--- src/hw/rtl/dhkv_pkg.sv ---
`default_nettype none

package dhkv_pkg;

    // payload widths
    localparam int KEY_W    = 31;
    localparam int VALUE_W  = 64;
    localparam int STATUS_W = 3;

    // result codes
    localparam logic [STATUS_W-1:0] ST_INSERTED  = 3'd0;
    localparam logic [STATUS_W-1:0] ST_UPDATED   = 3'd1;
    localparam logic [STATUS_W-1:0] ST_FULL      = 3'd2;
    localparam logic [STATUS_W-1:0] ST_FOUND     = 3'd3;
    localparam logic [STATUS_W-1:0] ST_NOT_FOUND = 3'd4;

    // request codes
    localparam logic ACT_INSERT = 1'b0;
    localparam logic ACT_SEARCH = 1'b1;

endpackage

`default_nettype wire

--- src/hw/rtl/dhkv_rem.sv ---
`default_nettype none

// remainder unit: key mod SLOT_COUNT and key mod (SLOT_COUNT - 1) by reciprocal
// multiplication, one shared 32 x 32 multiplier used over four steps
module dhkv_rem #(
    parameter int SLOT_COUNT = 101,
    parameter int IDX_W      = $clog2(SLOT_COUNT)
) (
    input  wire logic                     clk,
    input  wire logic                     rst_n,
    input  wire logic                     start,
    input  wire logic [dhkv_pkg::KEY_W-1:0] key,
    output logic                          done,
    output logic [IDX_W-1:0]              rem_first,
    output logic [IDX_W-1:0]              rem_stride
);

    localparam int MUL_W   = 32;
    localparam int KEY_W   = dhkv_pkg::KEY_W;
    localparam int DIV_A   = SLOT_COUNT;
    localparam int DIV_B   = SLOT_COUNT - 1;

    // rounded-up reciprocal with this shift gives the exact quotient of any key
    localparam int SHIFT_A = KEY_W + $clog2(DIV_A);
    localparam int SHIFT_B = KEY_W + $clog2(DIV_B);
    localparam logic [MUL_W-1:0] RECIP_A =
        MUL_W'(((64'd1 << SHIFT_A) + 64'(DIV_A) - 64'd1) / 64'(DIV_A));
    localparam logic [MUL_W-1:0] RECIP_B =
        MUL_W'(((64'd1 << SHIFT_B) + 64'(DIV_B) - 64'd1) / 64'(DIV_B));
    localparam logic [MUL_W-1:0] DIV_A_W = MUL_W'(DIV_A);
    localparam logic [MUL_W-1:0] DIV_B_W = MUL_W'(DIV_B);

    // multiplier steps
    localparam logic [1:0] STEP_QA = 2'd0;
    localparam logic [1:0] STEP_RA = 2'd1;
    localparam logic [1:0] STEP_QB = 2'd2;
    localparam logic [1:0] STEP_RB = 2'd3;

    logic                    busy_reg,   busy_next;
    logic                    done_reg,   done_next;
    logic [1:0]              step_reg,   step_next;
    logic [KEY_W-1:0]        key_reg,    key_next;
    logic [KEY_W-1:0]        quo_reg,    quo_next;
    logic [IDX_W-1:0]        ra_reg,     ra_next;
    logic [IDX_W-1:0]        rb_reg,     rb_next;
    logic [MUL_W-1:0]        mul_a;
    logic [MUL_W-1:0]        mul_b;
    logic [2*MUL_W-1:0]      mul_p;
    logic [KEY_W-1:0]        rem_w;

    // quotient steps take the key, remainder steps take the quotient
    assign mul_a = step_reg[0] ? MUL_W'(quo_reg) : MUL_W'(key_reg);

    always_comb
    begin
        case (step_reg)
            STEP_QA: mul_b = RECIP_A;
            STEP_RA: mul_b = DIV_A_W;
            STEP_QB: mul_b = RECIP_B;
            STEP_RB: mul_b = DIV_B_W;
            default: mul_b = RECIP_A;
        endcase
    end

    assign mul_p = (2*MUL_W)'(mul_a) * (2*MUL_W)'(mul_b);

    // quotient times divisor never exceeds the key
    assign rem_w = key_reg - KEY_W'(mul_p);

    always_comb
    begin
        busy_next = busy_reg;
        done_next = 1'b0;
        step_next = step_reg;
        key_next  = key_reg;
        quo_next  = quo_reg;
        ra_next   = ra_reg;
        rb_next   = rb_reg;
        if (start)
        begin
            busy_next = 1'b1;
            step_next = STEP_QA;
            key_next  = key;
        end
        else if (busy_reg)
        begin
            step_next = step_reg + 1'b1;
            case (step_reg)
                STEP_QA: quo_next = KEY_W'(mul_p >> SHIFT_A);
                STEP_RA: ra_next  = IDX_W'(rem_w);
                STEP_QB: quo_next = KEY_W'(mul_p >> SHIFT_B);
                STEP_RB:
                begin
                    rb_next   = IDX_W'(rem_w);
                    busy_next = 1'b0;
                    done_next = 1'b1;
                end
                default: step_next = STEP_QA;
            endcase
        end
    end

    always_ff @(posedge clk or negedge rst_n)
    begin
        if (!rst_n)
        begin
            busy_reg <= 1'b0;
            done_reg <= 1'b0;
            step_reg <= STEP_QA;
        end
        else
        begin
            busy_reg <= busy_next;
            done_reg <= done_next;
            step_reg <= step_next;
        end
    end

    always_ff @(posedge clk)
    begin
        key_reg <= key_next;
        quo_reg <= quo_next;
        ra_reg  <= ra_next;
        rb_reg  <= rb_next;
    end

    assign done       = done_reg;
    assign rem_first  = ra_reg;
    assign rem_stride = rb_reg;

endmodule

`default_nettype wire

--- config.mk ---
export PLATFORM = sky130hd
export DESIGN_NAME = dhkv_rem
export DESIGN_NICKNAME = d
export VERILOG_FILES = /design/src/hw/rtl/dhkv_pkg.sv /design/src/hw/rtl/dhkv_rem.sv
export SDC_FILE = /design/constraint.sdc
export NUM_CORES = 2
export LEC_CHECK = 0
export BUFFER_PORTS_ARGS = -buffer_cell sky130_fd_sc_hd__buf_2
export CAP_MARGIN = 5
export CORE_ASPECT_RATIO = 1.2
export CORE_MARGIN = 1
export CORE_UTILIZATION = 38
export CTS_CLUSTER_DIAMETER = 60
export CTS_CLUSTER_SIZE = 12
export DETAILED_ROUTE_END_ITERATION = 8
export GPL_TIMING_DRIVEN = 0
export PLACE_DENSITY = 0.49
export SYNTH_ARGS = -nofsm -noshare
export SYNTH_HDL_FRONTEND = slang
export SYNTH_SLANG_ARGS = --single-unit
--- constraint.sdc ---
create_clock -name clk -period 18.6 [get_ports clk]
set_clock_uncertainty 0.2 [all_clocks]
set_input_delay 1.86 -clock clk [delete_from_list [all_inputs] [get_ports clk]]
set_output_delay 1.86 -clock clk [all_outputs]
set_load 0.01 [all_outputs]
=== Yosys cells after proc, flatten, opt, wreduce, memory -nomap -nowiden ===
Cells that the tools add are included.

* Add/subtract/negate cells: 2
* Multiply operators: 1
* Equal/unequal tests: 3
* Multiplexer cells: 10
* Bitwise operators: 1
* Reduce and logical (&&, ||, !) cells: 6

{| class="wikitable"
|+ Operators with widths
! kind !! count
|-
| $pmux W32 S4 || 1
|-
| $mul A31 B32 Y63 || 1
|-
| $mux W31 || 1
|-
| $reduce_and A3 Y1 || 3
|-
| $sub A7 B7 Y7 || 1
|-
| $mux W1 || 6
|-
| $eq A2 B2 Y1 const B || 2
|-
| $mux W2 || 2
|-
| $add A2 B1 Y2 const B || 1
|-
| $eq A2 B1 Y1 const B || 1
|-
| $logic_not A2 Y1 || 1
|-
| $reduce_bool A2 Y1 || 1
|-
| $reduce_or A2 Y1 || 1
|-
| $not A1 Y1 || 1
|}

* Register bits after elaboration: 75
* Input bits: 34
* Output and inout port bits: 15
* Word-level logic and storage cells: 30

=== Depth between registers and ports, before layout ===
* Depth in word-level cells: 4
* Gate-level depth with buffers: 35
* Mapped depth without buffers: 31

=== Worst setup path after synthesis ===
Ideal clock, no wire load.

* Path type: register to register
* Start: register step_reg[0]
* End: register quo_reg[14] (data pin)
* Library setup time: 0.269 ns
* Arrival time: 7.906 ns
* Data required time: 18.131 ns
* Slack: 10.225 ns
* Cell stages (with the launch flop): 32
* Buffers on the path: 4
* Clock period less this slack: 8.375 ns
* Path through: dfrtp_1 buf_2 inv_1 ha_1 clkbuf_1 or2_2 clkbuf_1 buf_1 nand2_1 fa_1 inv_1 fa_1 fa_1 inv_1 fa_1 inv_1 fa_1 fa_1 fa_1 inv_1 fa_1 inv_1 ha_1 nand3_4 nor2_4 and3_1 a221o_1 a21oi_2 o21ai_2 o21bai_2 nand2_1 xor2_1

* Cells in the longest elaborated chain, start to end: 3
* Elaborated cells on any way between the ends: 7
* Classes of those cells: 1 x mul; 3 x eq/ne; 2 x mux; 1 x reduce/logical

{| class="wikitable"
|+ Ends and longest elaborated chain
! item !! line !! source
|-
| from (decl) || dhkv_rem.sv:41 || <nowiki>logic [1:0] step_reg, step_next;</nowiki>
|-
| from (signal assigned) || dhkv_rem.sv:115 || <nowiki>step_reg <= step_next;</nowiki>
|-
| $eq A2 B2 Y1, or another cell as far along || dhkv_rem.sv:56 || <nowiki>case (step_reg)</nowiki>
|-
| $pmux W32 S4 || dhkv_rem.sv:56 ||
|-
| $mul A31 B32 Y63 (*) || dhkv_rem.sv:65 || <nowiki>assign mul_p = (2*MUL_W)'(mul_a) * (2*MUL_W)'(mul_b);</nowiki>
|-
| via mul_p[52] || dhkv_rem.sv:48 || <nowiki>logic [2*MUL_W-1:0] mul_p;</nowiki>
|-
| to (signal assigned) || dhkv_rem.sv:122 || <nowiki>quo_reg <= quo_next;</nowiki>
|-
| to (decl) || dhkv_rem.sv:43 || <nowiki>logic [KEY_W-1:0] quo_reg, quo_next;</nowiki>
|}

The timed path passes the listed nets; every way through them passes the cells marked *. The select of a mux whose other input is x is not followed.
A chain may end at the register's enable or synchronous reset.

=== Worst setup path after layout ===
* Start: register step_reg[0]
* End: register quo_reg[24] (data pin)

The elaborated chain is that of the path after synthesis.

==> flow_summary_export.csv <==
group,metric,value,unit
yosys,synthXorXnorAreaFrac,1.775,%
yosys,synth_cell_types,66,
cts,cts_setup_buffers,0,
yosys,synth.cells.most_frequent,"831 x inv_1, 562 x fa_1, 430 x ha_1, 146 x nand2_1, 89 x nor2_1",
cts,postCtsResizedCells,0,
job,cap_violations,1,
cts,clock_sink_count,74,
timing,relSlewSlack,-1.191,%
route,antenna_violating_nets_post_route,0,
floorplanning,fp.dieArea,69890,µm²
timing,slew_at_the_pin_with_the_worst_max_slew_slack,1.512,ns
route,post_drt_via_cell_ratio,5.004,
yosys,largest_cells_by_area_after_synthesis,"fa_1 43%, ha_1 21%, inv_1 12%",
cts,worstSkewPairLatency,0.35,ns
floorplanning,initial_standard_cell_utilization_of_the_core,38.36,%
floorplanning,die_h,289.4,µm
setup_path,worst-endpoint-arrival,11.81,ns
yosys,synthAdderAreaFrac,63.59,%
yosys,muxShareOfSynthArea,1.287,%
outcome,status,"finished, violations left",
setup_path,crit_path_frequent_cell,"fa_1",
route,drt_iter0_drc,1088,
floorplanning,pin_count,49,
yosys,yosys.area.top_type,"fa_1",
timing,report.final.slew_viol_count,10,
yosys,most_common_flop_cell_mapped_by_yosys,"edfxtp_1",
route,post-route-drc-count,0,
yosys,post_synth.cell_area_avg,10.00,µm²
outcome,violations,"capacitance limit, slew limit",
final_layout,antennaDiodeCount,0,
grt,first_global_vias,19940,
timing,max_clock_freq,83.96,MHz
yosys,synth_seq_area_share,8.419,%
grt,grt_pass1_wl,130900,µm
setup_path,worst-path-buf-inv,9,
final_layout,fin_util,40.96,%
timing,grt_setup_unrepaired,"false",
cts,cts.clk_slew.worst_paths,0.07,ns
setup_path,worst_path_largest_cell_delay,0.84,ns
cts,cts_root_buffer,"clkbuf_16",
final_layout,largest_register_ff_count,31,
yosys,synth.most_common_cell,"inv_1",
setup_path,critPathCaptureType,"flip-flop",
floorplanning,core-area,68180,µm²
yosys,asyncSetResetFlopFracSynth,5.405,%
grt,grt_antenna_before_repair,0,
timing,finalSetupTns,0,ns
cts,cts_tree,"built",
setup_path,slowest_stage,"buf_1",
yosys,synthCells,2615,
setup_path,setup.worst_path.start_class,"flip-flop",
setup_path,path_delay_family,"adder cells",
setup_path,critPathKind,"flip-flop to flip-flop",
min_path,hp-class,"flip-flop to flip-flop",
cts,h_tree_depth,3,
route,num_vias,17990,
timing,hold_violations,0,
yosys,netlist.area_leader.share,43.02,%
timing,post-route-period-util,64.04,%
yosys,synth-compound-area-share,5.324,%
place,place_hpwl,79500,µm
yosys,largest_family_of_logic_cells_by_synthesized_area,"adder cells",
final_layout,finalNetCount,3708,
grt,maximum_number_of_pins_on_one_net_before_global_route_repair,39,
place,gp_congestion,0.9550,
setup_path,worst-endpoint-required,18.50,ns
yosys,synth.cell_area,26160,µm²
final_layout,n_fill_cell,6809,
final_layout,drive_gt1_share,4.987,%
final_layout,area_growth,6.783,%
timing,report.final.setup_viol,0,
cts,cts_inserted_buffers,9,
timing,post_layout_minimum_cycle_time,11.91,ns
floorplanning,chipWidth,241.5,µm
yosys,number_of_flops_mapped_to_enable_cells_by_yosys,70,
floorplanning,rows,105,
route,routed_wirelength,88470,µm
yosys,mappedNetlistNets,3641,
yosys,synth_warnings,0,
yosys,synth_seq_cells,74,
place,placement.io_buffers,48,
route,routed_len_inst,24.60,µm
grt,globalRoute.totalOverflow,0,
setup_path,worstPathMaxFanout,10,
cts,ctsHoldBuffers,0,
yosys,synth_area_in_simple_gates,7.051,%
cts,clock_tree.buffer_depth,2,
route,firstDrtPassIters,5,
grt,grt_usage,26.63,%
-- placed cells by master (no fill, tap or decap), types with 31 or more instances in the layout --
cell	n
nor2_1	87
fa_1	562
a21oi_1	67
ha_1	430
inv_1	831
nand2_1	146
buf_2	54
o21ai_0	35
edfxtp_1	70
a21o_1	31
and2_1	40
-- area by class of cell --
class	count	area [µm²]	share of cell area, %
multi-input cells	1673	20690	74.07
flip-flops and latches	74	2202	7.885
inverters	831	3119	11.17
plain buffers	37	165.2	0.5913
clock inverters	7	60.06	0.2150
clock buffers	9	225.2	0.8064
well taps	909	1137	4.072
repair buffers	56	334.1	1.196
-- tightest hold or removal path: stages (launching register included) --
cell,delay [ns]
dfrtp_1,0.41
mux2i_1,0.10
nor2_1,0.09
-- through the flow --
| step | cells | area [µm²] | hold slack (ns) | setup slack, ns |
|---|---|---|---|---|
| floorplan | 2615 | 26160 | 0.3618 | 10.23 |
| global placement | 3572 | 27530 | 0.4062 | 7.030 |
| detailed placement | 3580 | 27640 | 0.4232 | 6.949 |
| CTS | 3596 | 27930 | 0.4371 | 6.919 |
| global route | 3596 | 27930 | 0.4644 | 6.483 |
| finish | 3596 | 27930 | 0.4313 | 6.689 |
-- cell families after synthesis --
kind of cell             count (synthesis)
flip-flops                              74
AND/OR/NAND/NOR                        383
buffers and inverters                  868
multiplexers                            32
AO/OA/AOI/OAI                          213
XOR/XNOR                                53
adder cells (fa/ha/maj)                992
-- worst paths after layout --
check | endpoint | cells after the start | slack [ns] | start
worst max-delay path | quo_reg[24] | 29 | 6.69 | step_reg[0]
worst min-delay path | step_reg[1] | 2 | 0.43 | step_reg[1]
worst max register to register | quo_reg[24] | 29 | 6.69 | step_reg[0]
worst min register to register | step_reg[1] | 2 | 0.43 | step_reg[1]
max in group asynchronous | step_reg[1] | 1 | 16.98 | rst_n
min in group asynchronous | step_reg[0] | 1 | 1.10 | rst_n
-- per-layer routing --
| metal | vias to the layer above | global-route usage, % | part of all wire [%] | routed length [µm] |
|---|---|---|---|---|
| met4 | 0 | 12.72 | 5.8 | 5154 |
| met1 | 9312 | 32.78 | 40 | 35140 |
| met3 | 147 | 2.468 | 3.8 | 3340 |
| met2 | 489 | 46.75 | 51 | 44840 |
| li1 | 8045 | - | - | - |
| met5 | - | 0 | 0 | 0 |
Power is left out: the tool's default activity adds up to more than one toggle a clock period on the data nets, which glitch-free logic cannot reach.
